`src/rtl/sfpp_pkg.sv`:
```
// shared types and constants of the spi flash page program sequencer
package sfpp_pkg;

  localparam int unsigned PAGE_BYTES_DEF = 256;
  localparam int unsigned ADDR_W         = 24;
  localparam int unsigned POS_W          = 25;
  localparam int unsigned CNT_W          = 9;
  localparam int unsigned RUN_MAX        = 6;
  localparam int unsigned RUN_W          = 3;

  // input actions
  localparam logic [1:0] ACT_START  = 2'd0;
  localparam logic [1:0] ACT_DATA   = 2'd1;
  localparam logic [1:0] ACT_STATUS = 2'd2;

  // result kinds
  localparam logic [2:0] K_KEEP          = 3'd0;
  localparam logic [2:0] K_RELEASE_AFTER = 3'd1;
  localparam logic [2:0] K_POLL          = 3'd2;
  localparam logic [2:0] K_RELEASE       = 3'd3;
  localparam logic [2:0] K_DONE          = 3'd4;
  localparam logic [2:0] K_ERROR         = 3'd5;

  // flash commands
  localparam logic [7:0] CMD_WREN = 8'h06;
  localparam logic [7:0] CMD_PP   = 8'h02;
  localparam logic [7:0] CMD_RDSR = 8'h05;
  localparam logic [7:0] SR_WIP   = 8'h01;

  localparam logic [POS_W-1:0] LEN_MAX = 25'h1000000;

  typedef struct packed {
    logic [1:0]  action;
    logic [23:0] start_address;
    logic [24:0] write_length;
    logic [7:0]  data_byte;
    logic [7:0]  status_byte;
  } in_word_t;

  typedef struct packed {
    logic [2:0] result_kind;
    logic [7:0] spi_byte;
    logic       wants_data;
    logic       last_of_run;
  } out_word_t;

  typedef struct packed {
    logic [2:0] kind;
    logic [7:0] data;
  } run_ent_t;

endpackage

```
`src/rtl/spi_flash_page_program_sequencer_unit.sv`:
```
// top level of the spi flash page program sequencer
// Each accepted input word is decoded combinationally into a run of one to six result
// words held in a small run buffer, which then drains one word per cycle while
// out_stall is low; an item causes one result for a data byte in mid chunk or a busy
// poll, three at the end of a chunk, and up to six when a poll opens the next chunk.
// A new input word is taken in the same cycle the last word of the current run
// leaves, so single-result items flow at one per cycle while out_stall is low.
// Chunks of PAGE_BYTES bytes are counted from the start address, not aligned to
// flash pages. Out of turn words give a single error result and leave the state alone.
module spi_flash_page_program_sequencer_unit
  import sfpp_pkg::*;
#(
  parameter int unsigned PAGE_BYTES = PAGE_BYTES_DEF
) (
  input  logic      clk,
  input  logic      rst_n,
  input  logic      in_valid,
  output logic      in_stall,
  input  in_word_t  in_data,
  output logic      out_valid,
  input  logic      out_stall,
  output out_word_t out_data
);

  // phase codes
  localparam logic [1:0] PH_IDLE = 2'd0;
  localparam logic [1:0] PH_DATA = 2'd1;
  localparam logic [1:0] PH_POLL = 2'd2;

  localparam logic [CNT_W-1:0] PAGE_LIM = CNT_W'(PAGE_BYTES);

  // sequencer state
  logic [1:0]       phase_r, phase_nxt;
  logic [POS_W-1:0] cur_r, cur_nxt;
  logic [POS_W-1:0] end_r, end_nxt;
  logic [CNT_W-1:0] cnt_r, cnt_nxt;

  // run buffer
  run_ent_t         run_r [RUN_MAX];
  run_ent_t         run_nxt [RUN_MAX];
  logic [RUN_W-1:0] len_r, len_nxt;
  logic [RUN_W-1:0] idx_r;
  logic             wants_r;
  logic             out_valid_r;

  logic             in_fire, out_fire, run_last;
  logic [1:0]       ph;
  logic [POS_W-1:0] len_sat, cur_inc, open_addr;
  logic [CNT_W-1:0] cnt_inc;
  logic             chunk_last;

  assign run_last = (idx_r == len_r - RUN_W'(1));
  assign out_fire = out_valid_r && !out_stall;
  assign in_stall = out_valid_r && !(out_fire && run_last);
  assign in_fire  = in_valid && !in_stall;

  // unused phase code behaves as idle
  assign ph = (phase_r == PH_DATA || phase_r == PH_POLL) ? phase_r : PH_IDLE;

  assign len_sat    = (in_data.write_length > LEN_MAX) ? LEN_MAX : in_data.write_length;
  assign cur_inc    = cur_r + POS_W'(1);
  assign cnt_inc    = cnt_r + CNT_W'(1);
  assign chunk_last = (cur_inc >= end_r) || (cnt_inc >= PAGE_LIM);

  // decode one input word into the next state and the result run
  always_comb begin
    phase_nxt = phase_r;
    cur_nxt   = cur_r;
    end_nxt   = end_r;
    cnt_nxt   = cnt_r;
    len_nxt   = RUN_W'(1);
    open_addr = cur_r;
    for (int i = 0; i < RUN_MAX; i++) begin
      run_nxt[i] = '{kind: K_KEEP, data: 8'h00};
    end
    run_nxt[0] = '{kind: K_ERROR, data: 8'h00};

    if (in_data.action == ACT_START && ph == PH_IDLE) begin
      if (len_sat == '0) begin
        run_nxt[0] = '{kind: K_DONE, data: 8'h00};
      end else begin
        open_addr  = {1'b0, in_data.start_address};
        cur_nxt    = open_addr;
        end_nxt    = open_addr + len_sat;
        cnt_nxt    = '0;
        phase_nxt  = PH_DATA;
        len_nxt    = RUN_W'(5);
        run_nxt[0] = '{kind: K_RELEASE_AFTER, data: CMD_WREN};
        run_nxt[1] = '{kind: K_KEEP, data: CMD_PP};
        run_nxt[2] = '{kind: K_KEEP, data: open_addr[23:16]};
        run_nxt[3] = '{kind: K_KEEP, data: open_addr[15:8]};
        run_nxt[4] = '{kind: K_KEEP, data: open_addr[7:0]};
      end
    end else if (in_data.action == ACT_DATA && ph == PH_DATA) begin
      cur_nxt = cur_inc;
      cnt_nxt = cnt_inc;
      if (chunk_last) begin
        phase_nxt  = PH_POLL;
        len_nxt    = RUN_W'(3);
        run_nxt[0] = '{kind: K_RELEASE_AFTER, data: in_data.data_byte};
        run_nxt[1] = '{kind: K_KEEP, data: CMD_RDSR};
        run_nxt[2] = '{kind: K_POLL, data: 8'h00};
      end else begin
        run_nxt[0] = '{kind: K_KEEP, data: in_data.data_byte};
      end
    end else if (in_data.action == ACT_STATUS && ph == PH_POLL) begin
      if ((in_data.status_byte & SR_WIP) != 8'h00) begin
        run_nxt[0] = '{kind: K_POLL, data: 8'h00};
      end else if (cur_r < end_r) begin
        // flash ready and bytes remain: open the next chunk
        cnt_nxt    = '0;
        phase_nxt  = PH_DATA;
        len_nxt    = RUN_W'(6);
        run_nxt[0] = '{kind: K_RELEASE, data: 8'h00};
        run_nxt[1] = '{kind: K_RELEASE_AFTER, data: CMD_WREN};
        run_nxt[2] = '{kind: K_KEEP, data: CMD_PP};
        run_nxt[3] = '{kind: K_KEEP, data: open_addr[23:16]};
        run_nxt[4] = '{kind: K_KEEP, data: open_addr[15:8]};
        run_nxt[5] = '{kind: K_KEEP, data: open_addr[7:0]};
      end else begin
        phase_nxt  = PH_IDLE;
        len_nxt    = RUN_W'(2);
        run_nxt[0] = '{kind: K_RELEASE, data: 8'h00};
        run_nxt[1] = '{kind: K_DONE, data: 8'h00};
      end
    end
  end

  // state and run control
  always_ff @(posedge clk) begin
    if (!rst_n) begin
      phase_r     <= PH_IDLE;
      cur_r       <= '0;
      end_r       <= '0;
      cnt_r       <= '0;
      out_valid_r <= 1'b0;
      idx_r       <= '0;
      len_r       <= RUN_W'(1);
      wants_r     <= 1'b0;
    end else if (in_fire) begin
      phase_r     <= phase_nxt;
      cur_r       <= cur_nxt;
      end_r       <= end_nxt;
      cnt_r       <= cnt_nxt;
      out_valid_r <= 1'b1;
      idx_r       <= '0;
      len_r       <= len_nxt;
      wants_r     <= (phase_nxt == PH_DATA);
    end else if (out_fire) begin
      if (run_last) begin
        out_valid_r <= 1'b0;
      end else begin
        idx_r <= idx_r + RUN_W'(1);
      end
    end
  end

  // run entries are payload
  always_ff @(posedge clk) begin
    if (in_fire) begin
      for (int i = 0; i < RUN_MAX; i++) begin
        run_r[i] <= run_nxt[i];
      end
    end
  end

  assign out_valid            = out_valid_r;
  assign out_data.result_kind = run_r[idx_r].kind;
  assign out_data.spi_byte    = run_r[idx_r].data;
  assign out_data.wants_data  = wants_r;
  assign out_data.last_of_run = run_last;

  // read pointer stays inside the run
  a_idx_in_run: assert property (@(posedge clk) disable iff (!rst_n)
    out_valid_r |-> (idx_r < len_r))
    else $error("run index beyond run length");

  // an accepted word always leaves a run to deliver
  a_fire_gives_run: assert property (@(posedge clk) disable iff (!rst_n)
    in_fire |=> (out_valid_r && idx_r == '0 && len_r != '0))
    else $error("accepted word left no run");

  // wants_data follows the phase left by the word
  a_wants_phase: assert property (@(posedge clk) disable iff (!rst_n)
    out_valid_r |-> (wants_r == (phase_r == PH_DATA)))
    else $error("wants_data disagrees with phase");

  // chunk byte count stays below the page size while data is expected
  a_cnt_below_page: assert property (@(posedge clk) disable iff (!rst_n)
    (phase_r == PH_DATA) |-> (cnt_r < PAGE_LIM))
    else $error("chunk count reached page size in data phase");

endmodule
```
`config.mk`:
```
export PLATFORM = sky130hd
export DESIGN_NAME = spi_flash_page_program_sequencer_unit
export DESIGN_NICKNAME = d
export VERILOG_FILES = /design/src/rtl/sfpp_pkg.sv /design/src/rtl/spi_flash_page_program_sequencer_unit.sv
export SDC_FILE = /design/constraint.sdc
export NUM_CORES = 1
export LEC_CHECK = 0
export ABC_CLOCK_PERIOD_IN_PS = 3100
export BUFFER_PORTS_ARGS = -buffer_cell sky130_fd_sc_hd__clkbuf_2
export CORE_MARGIN = 8
export CORE_UTILIZATION = 25
export DETAILED_ROUTE_END_ITERATION = 7
export SETUP_SLACK_MARGIN = 0.05
export SYNTH_ARGS = -nofsm -noshare
export SYNTH_HDL_FRONTEND = slang
export SYNTH_SLANG_ARGS = --single-unit
```
`constraint.sdc`:
```
create_clock -name clk -period 3.1 [get_ports clk]
set_input_delay 0 -clock clk [delete_from_list [all_inputs] [get_ports clk]]
set_output_delay 0 -clock clk [all_outputs]
set_load 0.01 [all_outputs]
```
# After elaboration in Yosys (flattened, before gate mapping)
# Memory sizes are Yosys's and may differ from the RTL's. A register that Yosys moved wholly into a read port is not among the register bits.
# Index checks and enable logic that the tools add are counted.
# totals
output_inout_bits	15
elab_cells	102
ff_bits	69
memories	1
input_bits	71
ram_bits	66
# memory_table
memory	depth	width	rd	rd_ports_with_merged_regs	write_ports	line	rtl
run_r	6	11	1	1	6	spi_flash_page_program_sequencer_unit.sv:39	run_ent_t run_r [RUN_MAX];
# op_classes
magnitude_cmp	4
mux	45
n_eq_ne	10
reduce_logical	26
add_sub_neg	5
n_bitwise	3
# op_table
op	n
2-to-1 mux 55 bit	2
2-to-1 mux 25 bit	4
2-to-1 mux 9 bit	8
2-to-1 mux 35 bit	2
2-to-1 mux 33 bit	2
2-to-1 mux 66 bit	1
2-to-1 mux 11 bit	3
adder 24 x 25 -> 25 bit	1
adder 25 x 1 -> 25 bit (second input constant)	1
>= comparator 25 bit	1
> comparator 25 bit (second input constant)	1
logical NOT 25 bit	1
< comparator 25 bit	1
2-to-1 mux 3 bit	8
2-to-1 mux 2 bit	8
2-to-1 mux 14 bit	1
adder 9 x 1 -> 9 bit (second input constant)	1
>= comparator 9 bit (second input constant)	1
== test 2 x 1 -> 1 bit (second input constant)	4
logical AND 1 bit	7
== test 2 bit (second input constant)	3
2-to-1 mux 1 bit	6
AND reduction 3 bit	2
nonzero test 2 bit	3
other kinds (13)	21

# Logic depth before layout (Yosys ltp)
# Gate-level depths: netlist (run 1).
# logic_depth
word_depth	9
ltp_mapped	17
ltp_nobuf	16

# Worst setup path after synthesis (run 1)
# Ideal clock, no wire load.
# synth_path
kind	register -> register
from	reg cur_r[0]
to	mem run_r[0][8] (netlist bit) (data pin)
path_stages_with_launch	15
setup_time_ps	261
path_buffers	0
arrival_time_ps	2963
t_required_ps	2839
synth_period_minus_slack_ps	3224
setup_slack_ps	-124
cell_sequence	dfxtp_1 -> ha_1 -> and3_4 -> nand3_4 -> nor3_4 -> and2_1 -> xor2_1 -> ha_1 -> a21o_1 -> a21o_1 -> a21oi_1 -> o21ai_0 -> nand3_1 -> a41oi_2 -> a311o_1
# synth_rtl
element	line	rtl
start: declaration	spi_flash_page_program_sequencer_unit.sv:34	logic [POS_W-1:0] cur_r, cur_nxt;
start signal: assignment	spi_flash_page_program_sequencer_unit.sv:142	cur_r <= cur_nxt;
end: declaration	spi_flash_page_program_sequencer_unit.sv:39	

==> results of run 1 <==
==> logic make-up after synthesis <==
logic type,count (synthesis),synth area share
AOI/OAI and AO/OA,243,0.194
muxes,23,0.0336
xor gates and xnor gates,49,0.0533
DFF,120,0.352
adders and majority gates,81,0.125
buffers and inverters,85,0.0434
and+or+nand+nor,326,0.198
==> worst register-to-register path: cells and delay by family, from the launching register on <==
kind	cells	cell delay (ns)
AND/OR/NAND/NOR	2	0.33
adder cells (fa/ha/maj)	2	0.41
AO/OA/AOI/OAI	7	1.59
flip-flops	1	0.36
XOR/XNOR	1	0.17
==> metrics by stage <==
| stage | util | instance area [sq um] |
|---|---|---|
| global route | 0.333 | 10800 |
| finish | 0.333 | 10800 |
| global placement | 0.298 | 9640 |
| floorplan | - | 8190 |
| CTS | 0.328 | 10600 |
| detailed placement | 0.298 | 9640 |
==> worst paths after layout <==
kind                            slack (ns)          end  cells after the start         from
worst max-delay path                 -0.02  run_r[0][8]                     12     cur_r[1]
worst min-delay path                  0.02  run_r[4][3]                      2  in_data[44]
worst max register to register       -0.02  run_r[0][8]                     12     cur_r[1]
worst min register to register        0.45     end_r[4]                      2     end_r[4]
==> final cells by class <==
| cell class | instances | area share |
|---|---|---|
| multi-input combinational | 722 | 0.480 |
| sequential | 120 | 0.268 |
| timing repair buffer | 200 | 0.132 |
| tap | 442 | 0.0513 |
| clock buffer | 19 | 0.0402 |
| inverter | 42 | 0.0146 |
| clock inverter | 13 | 0.0143 |
==> per-layer routing <==
layer / vias to the layer above / GRT usage / routed length, microns
li1: 3699 / - / -
met1: 3426 / 0.179 / 12600
met2: 233 / 0.197 / 11000
met3: 31 / 0.0225 / 1400
met4: 0 / 0.0396 / 334
met5: - / 0 / 0
==> synthesized netlist by cell type (all sizes together) (11+ instances only) <==
master | instances | area [sq um]
edfxtp | 48 | 1440
mux2i | 14 | 140
dfxtp | 72 | 1440
nor3 | 16 | 91.3
ha | 80 | 1000
nand2 | 78 | 293
xnor2 | 31 | 279
o21ai | 38 | 190
a22o | 17 | 149
clkbuf | 24 | 90.1
a21oi | 85 | 425
nor2b | 20 | 125
and2 | 41 | 259
inv | 41 | 154
xor2 | 18 | 158
nor2 | 92 | 353
nand4 | 11 | 68.8
a21o | 23 | 173
nand3 | 27 | 158
buf | 19 | 108
==> repair_timing <==
action | 4_1_cts | 5_1_grt
hold buffers | 20 | 0
pin swaps | 22 | 14
endpoints found under the setup margin | 7 | 16
gates resized for setup | 20 | 24
buffers inserted | 15 | 3
hold endpoints to repair | 20 | 0
==> state kept, by name, indices dropped and copies added (netlist names), named ones only <==
name,count
idx_r,3
out_valid,1
cnt_r,9
len_r,3
phase_r,2
wants_r,1
end_r,25
run_r,48
cur_r,25
==> power by group through the flow <==
stage	combinational (mW)	sequential (mW)	clock, mW
CTS	0.828	1.75	2.01
detailed placement	0.784	1.78	0
floorplan	0.494	1.77	0
global placement	0.775	1.78	0
global route	0.926	1.76	2.08
finish	0.842	1.75	1.98
==> flow_summary.ini, run 1 <==
[placed_design]
placed_cells = 1488
gp_congestion = 0.872
post-place-ws_ns = -0.199
dp_hpwl_microns = 19300
port_buffers = 78

[timing]
relSlewSlack = 0.585
holdWs_ns = 0.0177
fin_crit_sh = 1.01
rsz0062_at_grt = true
period_minus_slack_ns = 3.12
fin_tns_setup_ns = -0.0459
finClkSkew_ns = 0.0118
setup_viol = 2
worst_slack_ns = -0.0248
hold_violations = 0
worstMarginPinSlew_ns = 0.621
drv_slew = 0
fmaxAchievable_mhz = 320

[pwr]
intPower_mw = 3.34
p_sw_mw = 1.24
seqPwrFrac = 0.382
power.leakage_nw = 4.49
comb_power_share = 0.184
clockPowerShare = 0.433
fin_total_pwr_mw = 4.57
netSwitchingFraction = 0.271
ir_worst_vdd_mv = 0.329
power_density_mw_per_mm2 = 424

[logic_synthesis]
syn_area_sq_mm = 0.00819
synthArstFlopShare = 0
ys_seq_area_frac = 0.352
synthCells = 927
ys.flop_type = dfxtp_1
synth_seq_cells = 120
ys_warn_count = 0
synth-edff-count = 48
ys_types = 72
syn_nets = 1079
syn_area_per_cell_sq_um = 8.83

[global_route]
grt_overflow_total = 0
antenna_found_initial = 0
grt_pass1_vias = 7337
grt_pass1_wl_microns = 39700
grt_util_all_layers = 0.128
grt_max_degree = 59

[cells_and_area]
final_cell_mix = 94 x buf_4, 87 x nor2_1, 81 x a21oi_1
fillers = 3393
final_cells = 1558
final_layout_size_suffix_gt1_frac = 0.242
area_growth_pct = 31.7
num_antenna_cells = 0
final_common_cell = buf_4
seq_area_sq_mm = 0.00289
multi_input_area_sq_mm = 0.00517
finalNetCount = 1255

[setup_path]
endpoint_kind = register
critPathBufInv = 0
startpoint_type = register
slowest_stage = a2111oi_1
worstPathCellList = ha_4, and3_4, xor2_1, ha_1, a21o_1, a21o_1, a2111oi_1, o21a_1, o211ai_1, nand3_2, a41oi_4, a311o_1
critPathTopFamily = compound AO/OA/AOI/OAI gates
path_max_fanout = 6
cp.required_ns = 3.26
path_class = reg -> reg
crit_path_frequent_cell = a21o_1
worstPathArrival_ns = 3.29
critPathMaxStageDelay_ns = 0.40

[floorplan]
die-area_sq_mm = 0.0388
floorplan.core_area_sq_mm = 0.0324
rows = 66
initial_core_util = 0.253
die_y_microns = 197
ios = 86
die_w_microns = 197

[route]
drc = 0
routed-via-count = 7389
dr.pass1.iters = 5
routed_wl_microns = 25400
via_per_inst = 4.74
drtAntennaViolNets = 0
drt_iter0_markers = 483
wl_per_cell_microns = 16.3

[clock_network]
clock_latency_ns = 0.42
cts.sinks = 120
h-tree-depth = 4
cts-root-buf = clkbuf_16
clk_path_buf_depth = 2
path_clk_slew_ns = 0.06
cts_tree = yes
cts_inserted_buffers = 17

[run_status]
status = finished, violations left
violations = negative setup slack

[hold_path]
hp-class = in -> reg

[run]
cap_violations = 0
No activity file was read; power rests on OpenSTA's default activity.
==> inputs of run 2 (changes only) <==
--- a/config.mk
+++ b/config.mk
@@ -7,9 +7,12 @@
 export LEC_CHECK = 0
 export ABC_CLOCK_PERIOD_IN_PS = 3100
 export BUFFER_PORTS_ARGS = -buffer_cell sky130_fd_sc_hd__clkbuf_2
+export CELL_PAD_IN_SITES_DETAIL_PLACEMENT = 1
+export CELL_PAD_IN_SITES_GLOBAL_PLACEMENT = 1
 export CORE_MARGIN = 8
 export CORE_UTILIZATION = 25
 export DETAILED_ROUTE_END_ITERATION = 7
+export PLACE_DENSITY_LB_ADDON = 0.1
 export SETUP_SLACK_MARGIN = 0.05
 export SYNTH_ARGS = -nofsm -noshare
 export SYNTH_HDL_FRONTEND = slang
==> run 2 against run 1 <==
The flow still finishes with violations (negative setup slack); maximum frequency down 3.1%; utilization up 0.22 points; clock skew down 0.00071 ns; first-iteration DRC count down 47%; largest cell class unchanged; largest power group unchanged.
==> flow_summary.ini, run 2 (synthesis gave the netlist of run 1 again) <==
[setup_path]
path_max_fanout = 4
startpoint_type = register
endpoint_kind = register
cp.required_ns = 3.28
worstPathArrival_ns = 3.40
path_class = reg -> reg

[cells_and_area]
fillers = 3833
area_growth_pct = 32.6
reg_top3 = run_r (48), cur_r (25), end_r (25)
final_common_cell = buf_4
num_antenna_cells = 0
largest_reg_flops = 48
final_core_util = 0.335
final_cell_mix = 106 x buf_4, 89 x nor2_1, 81 x a21oi_1
seq_area_sq_mm = 0.00289
largest_register = run_r
finalNetCount = 1265
multi_input_area_sq_mm = 0.00512
final_layout_size_suffix_gt1_frac = 0.247

[clock_network]
cts.sinks = 120
clock_latency_ns = 0.43
h-tree-depth = 4
cts-root-buf = clkbuf_16
clk_path_buf_depth = 2
cts_inserted_buffers = 17
cts_tree = yes
path_clk_slew_ns = 0.06

[timing]
period_minus_slack_ns = 3.23
rsz0062_at_grt = true
drv_slew = 0
worstMarginPinSlew_ns = 0.809
fmaxAchievable_mhz = 310
holdWs_ns = 0.0274
worst_slack_ns = -0.125
fin_crit_sh = 1.04
hold_violations = 0
relSlewSlack = 0.459
setup_viol = 4
finClkSkew_ns = 0.0111

[route]
drt_iter0_markers = 254
via_per_inst = 4.64
drtAntennaViolNets = 0
routed-via-count = 7280
wl_per_cell_microns = 17.9
routed_wl_microns = 28100
drc = 0
dr.pass1.iters = 4

[hold_path]
hp-class = in -> reg

[global_route]
grt_util_all_layers = 0.148
grt_most_used_layer = met2
use_met2 = 0.227
grt_util_met3 = 0.0249
grt_pass1_vias = 7639
grt_max_degree = 51
use_met1 = 0.212
grt_overflow_total = 0
grt_pass1_wl_microns = 44700
antenna_found_initial = 0

[placed_design]
port_buffers = 78
gp_congestion = 0.774
dp_hpwl_microns = 22200

[floorplan]
die-area_sq_mm = 0.0388
rows = 66
ios = 86
floorplan.core_area_sq_mm = 0.0324
die_y_microns = 197
die_w_microns = 197
initial_core_util = 0.253

[pwr]
ir_worst_vdd_mv = 0.227
power_density_mw_per_mm2 = 446
p_sw_mw = 1.37
netSwitchingFraction = 0.282
clockPowerShare = 0.461
seqPwrFrac = 0.360
intPower_mw = 3.48
power.leakage_nw = 4.58
comb_power_share = 0.178

[run_status]
violations = negative setup slack
status = finished, violations left

[run]
cap_violations = 0
-- run 2: cell count changes in the layout (fill, tap and decap cells not counted), sizes merged --
| cell | change |
|---|---|
| clkinv | -3 |
| inv | +9 |
| clkinvlp | -5 |
| bufinv | +1 |
| clkbuf | -2 |
| buf | +10 |
-- run 2: layer usage --
layer | vias to the layer above | share of wire | wire [microns]
met5 | - | 0 | 0
met1 | 3426 | 0.52 | 14600
met4 | 0 | 0.011 | 312
li1 | 3729 | - | -
met3 | 18 | 0.036 | 1020
met2 | 107 | 0.43 | 12200
-- run 2: worst paths after layout --
kind	startpoint	end	slack, ns	depth (start not counted)
hold reg to reg	end_r[7]	end_r[7]	0.45	2
setup / recovery	cur_r[1]	run_r[1][2]	-0.13	14
setup reg to reg	cur_r[1]	run_r[1][2]	-0.13	14
hold / removal	in_data[55]	run_r[3][6]	0.03	2
-- run 2: cell type report --
class | instances | area share
clock inverters | 15 | 0.0209
well taps | 442 | 0.0510
flip-flops and latches | 120 | 0.266
multi-input cells | 722 | 0.472
repair buffers | 210 | 0.136
clock buffers | 17 | 0.0392
inverters | 42 | 0.0145
-- run 2: worst max-delay path: stages (launching register included) --
cell and delay [ns]:
dfxtp_2 0.33, ha_4 0.15, and3_4 0.19, buf_4 0.14, xor2_1 0.14, ha_1 0.29
a21o_1 0.16, a21o_1 0.17, a2111oi_0 0.38, o21a_1 0.21, o211ai_1 0.14, nand3_2 0.13
a41oi_4 0.17, buf_6 0.18, or2_4 0.21
-- run 2: per-stage QoR --
stage	setup WS [ns]	area (sq um)	total power, mW	TNS (ns)	cells
global placement	-0.295	9790	2.62	-2.16	1510
global route	-0.276	10900	5.08	-1.18	1568
floorplan	0.0530	8190	2.27	0	927
detailed placement	-0.310	9790	2.62	-2.57	1510
finish	-0.125	10900	4.84	-0.190	1568
CTS	-0.177	10800	4.92	-0.631	1567
-- run 2: power groups by stage --
stage               Clock (mW)  Sequential [mW]  Combinational [mW]
floorplan                    0             1.77               0.494
global placement             0             1.78               0.837
detailed placement           0             1.78               0.839
CTS                       2.30             1.75               0.873
global route              2.36             1.75               0.967
finish                    2.23             1.75               0.864
-- run 2: timing repair --
| item | 4_1_cts | 5_1_grt |
|---|---|---|
| setup buffers | 5 | 1 |
| pin swaps | 17 | 12 |
| gates cloned | 0 | 0 |
| gates resized for setup | 19 | 15 |
| hold endpoints to repair | 24 | 0 |
| hold buffers | 20 | 0 |
| setup endpoints to repair | 7 | 12 |
==> inputs of run 3 (changes only) <==
--- a/config.mk
+++ b/config.mk
@@ -17,3 +17,4 @@
 export SYNTH_ARGS = -nofsm -noshare
 export SYNTH_HDL_FRONTEND = slang
 export SYNTH_SLANG_ARGS = --single-unit
+export TNS_END_PERCENT = 1
==> run 3 against run 2 <==
The run still ends with negative setup slack left; clock skew barely moved; largest power group unchanged; sequential power hardly changed; combinational power barely moved; global-route usage about the same; wire length rose by 0.23%; clock power barely moved; die area did not move; final cell count about the same; critical path type unchanged; critical path depth is the same; register-to-register slack hardly changed; flip-flop and latch count unchanged; worst setup slack better by 0.0080 ns.
==> flow_summary.ini, run 3 (synthesis gave the netlist of run 1 again) <==
[timing]
fmaxAchievable_mhz = 311
setup_viol = 4
hold_violations = 0
period_minus_slack_ns = 3.22
finClkSkew_ns = 0.0112
worstMarginPinSlew_ns = 0.807
worst_slack_ns = -0.117
drv_slew = 0
rsz0062_at_grt = true
fin_crit_sh = 1.04
relSlewSlack = 0.460

[route]
routed-via-count = 7280
drtAntennaViolNets = 0
wl_per_cell_microns = 17.9
drc = 0
routed_wl_microns = 28100
via_per_inst = 4.64
drt_iter0_markers = 240
dr.pass1.iters = 4

[placed_design]
dp_hpwl_microns = 22200
placed_cells = 1510
gp_congestion = 0.774
port_buffers = 78

[global_route]
grt_util_all_layers = 0.148
grt_pass1_wl_microns = 44700
antenna_found_initial = 0
grt_overflow_total = 0
grt_max_degree = 51
grt_pass1_vias = 7639

[pwr]
intPower_mw = 3.48
netSwitchingFraction = 0.282
seqPwrFrac = 0.361
power.leakage_nw = 4.57
p_sw_mw = 1.37
power_density_mw_per_mm2 = 447
comb_power_share = 0.179
ir_worst_vdd_mv = 0.226
clockPowerShare = 0.461

[hold_path]
hp-class = in -> reg
whs_path_depth = 2
holdCritStartpoint = in_data[64]
hold_end = run_r[2][7]

[cells_and_area]
largest_reg_flops = 48
final_layout_size_suffix_gt1_frac = 0.246
final_cell_mix = 107 x buf_4, 89 x nor2_1, 82 x a21oi_1
final_common_cell = buf_4
reg_top3 = run_r (48), cur_r (25), end_r (25)
final_core_util = 0.335
area_growth_pct = 32.4
finalNetCount = 1265
largest_register = run_r
final_cells = 1569

[floorplan]
ios = 86
initial_core_util = 0.253
floorplan.core_area_sq_mm = 0.0324
die_y_microns = 197
rows = 66
die_w_microns = 197
die-area_sq_mm = 0.0388

[clock_network]
clk_path_buf_depth = 2
cts_tree = yes
clock_latency_ns = 0.43
h-tree-depth = 4
cts_inserted_buffers = 17
path_clk_slew_ns = 0.06
cts.sinks = 120
cts-root-buf = clkbuf_16

[setup_path]
path_class = reg -> reg
cp.required_ns = 3.27
reg2reg_depth = 14
startpoint_type = register
endpoint_kind = register
path_max_fanout = 4
ff2ff_setup_slack_ns = -0.12
crit_start = cur_r[1]
timing.rr.start = cur_r[1]
timing.rr.end = run_r[1][2]
worstPathArrival_ns = 3.39

[run]
cap_violations = 0

[run_status]
status = finished, violations left
violations = negative setup slack
==> run 3: cell types whose count changed in the layout (fill, tap and decap cells not counted), sizes merged <==
cell	change
diode	+1
==> run 3: power groups by stage <==
stage / Sequential [mW] / Combinational, mW / Clock (mW)
4_1_cts: 1.75 / 0.873 / 2.30
2_1_floorplan: 1.77 / 0.494 / 0
6_report: 1.75 / 0.865 / 2.23
3_5_place_dp: 1.78 / 0.839 / 0
5_1_grt: 1.75 / 0.967 / 2.36
3_3_place_gp: 1.78 / 0.837 / 0
==> run 3: how the worst max path moves through the flow <==
| stage | to | slack, ns | cells after the start |
|---|---|---|---|
| CTS | run_r[1][2] | -0.18 | 15 |
| detailed placement | run_r[1][2] | -0.31 | 15 |
| floorplan | run_r[0][8] | 0.05 | 14 |
| global placement | run_r[1][2] | -0.29 | 15 |
| finish | run_r[1][2] | -0.12 | 14 |
| global route | run_r[1][2] | -0.28 | 15 |
==> run 3: worst max-delay path, cell delays in order (launching register included) <==
cell,delay [ns]
dfxtp_2,0.33
ha_4,0.15
and3_4,0.19
buf_4,0.14
xor2_1,0.14
ha_1,0.29
a21o_1,0.16
a21o_1,0.17
a2111oi_0,0.38
o21a_1,0.21
o211ai_1,0.14
nand3_2,0.13
a41oi_4,0.16
buf_6,0.17
or2_4,0.21
==> run 3: routing by layer <==
metal,track usage,vias to the layer above,part of all wire
met5,0,-,0
met2,0.227,110,0.43
met4,0.0348,0,0.011
met1,0.212,3419,0.52
li1,-,3734,-
met3,0.0249,17,0.035
==> run 3: timing repair <==
| item | CTS | global route |
|---|---|---|
| hold buffers | 20 | 0 |
| setup endpoints to repair | 7 | 12 |
| resized for setup | 16 | 13 |
| pin swaps | 15 | 8 |
| endpoints found under the hold margin | 24 | 0 |
| buffers inserted | 5 | 1 |
==> run 3: through the flow <==
| stage | setup WS (ns) | hold slack, ns | area, sq um | setup TNS (ns) | total power, mW |
|---|---|---|---|---|---|
| after global placement | -0.295 | 0.238 | 9790 | -2.16 | 2.62 |
| after floorplan | 0.0530 | 0.121 | 8190 | 0 | 2.27 |
| after detailed placement | -0.310 | 0.238 | 9790 | -2.57 | 2.62 |
| after global routing | -0.278 | 0.0180 | 10800 | -1.24 | 5.08 |
| final | -0.117 | 0.0172 | 10800 | -0.208 | 4.84 |
| after CTS | -0.177 | 0.00482 | 10800 | -0.643 | 4.92 |
==> run 3: layout make-up <==
| cell class | count | area [sq um] |
|---|---|---|
| Inverter | 42 | 158 |
| Multi-Input combinational cell | 722 | 5110 |
| Sequential cell | 120 | 2890 |
| Clock inverter | 15 | 226 |
| Clock buffer | 17 | 425 |
| Fill cell | 3835 | 21500 |
| Tap cell | 442 | 553 |
| Antenna cell | 1 | 2.50 |
| Timing Repair Buffer | 210 | 1480 |
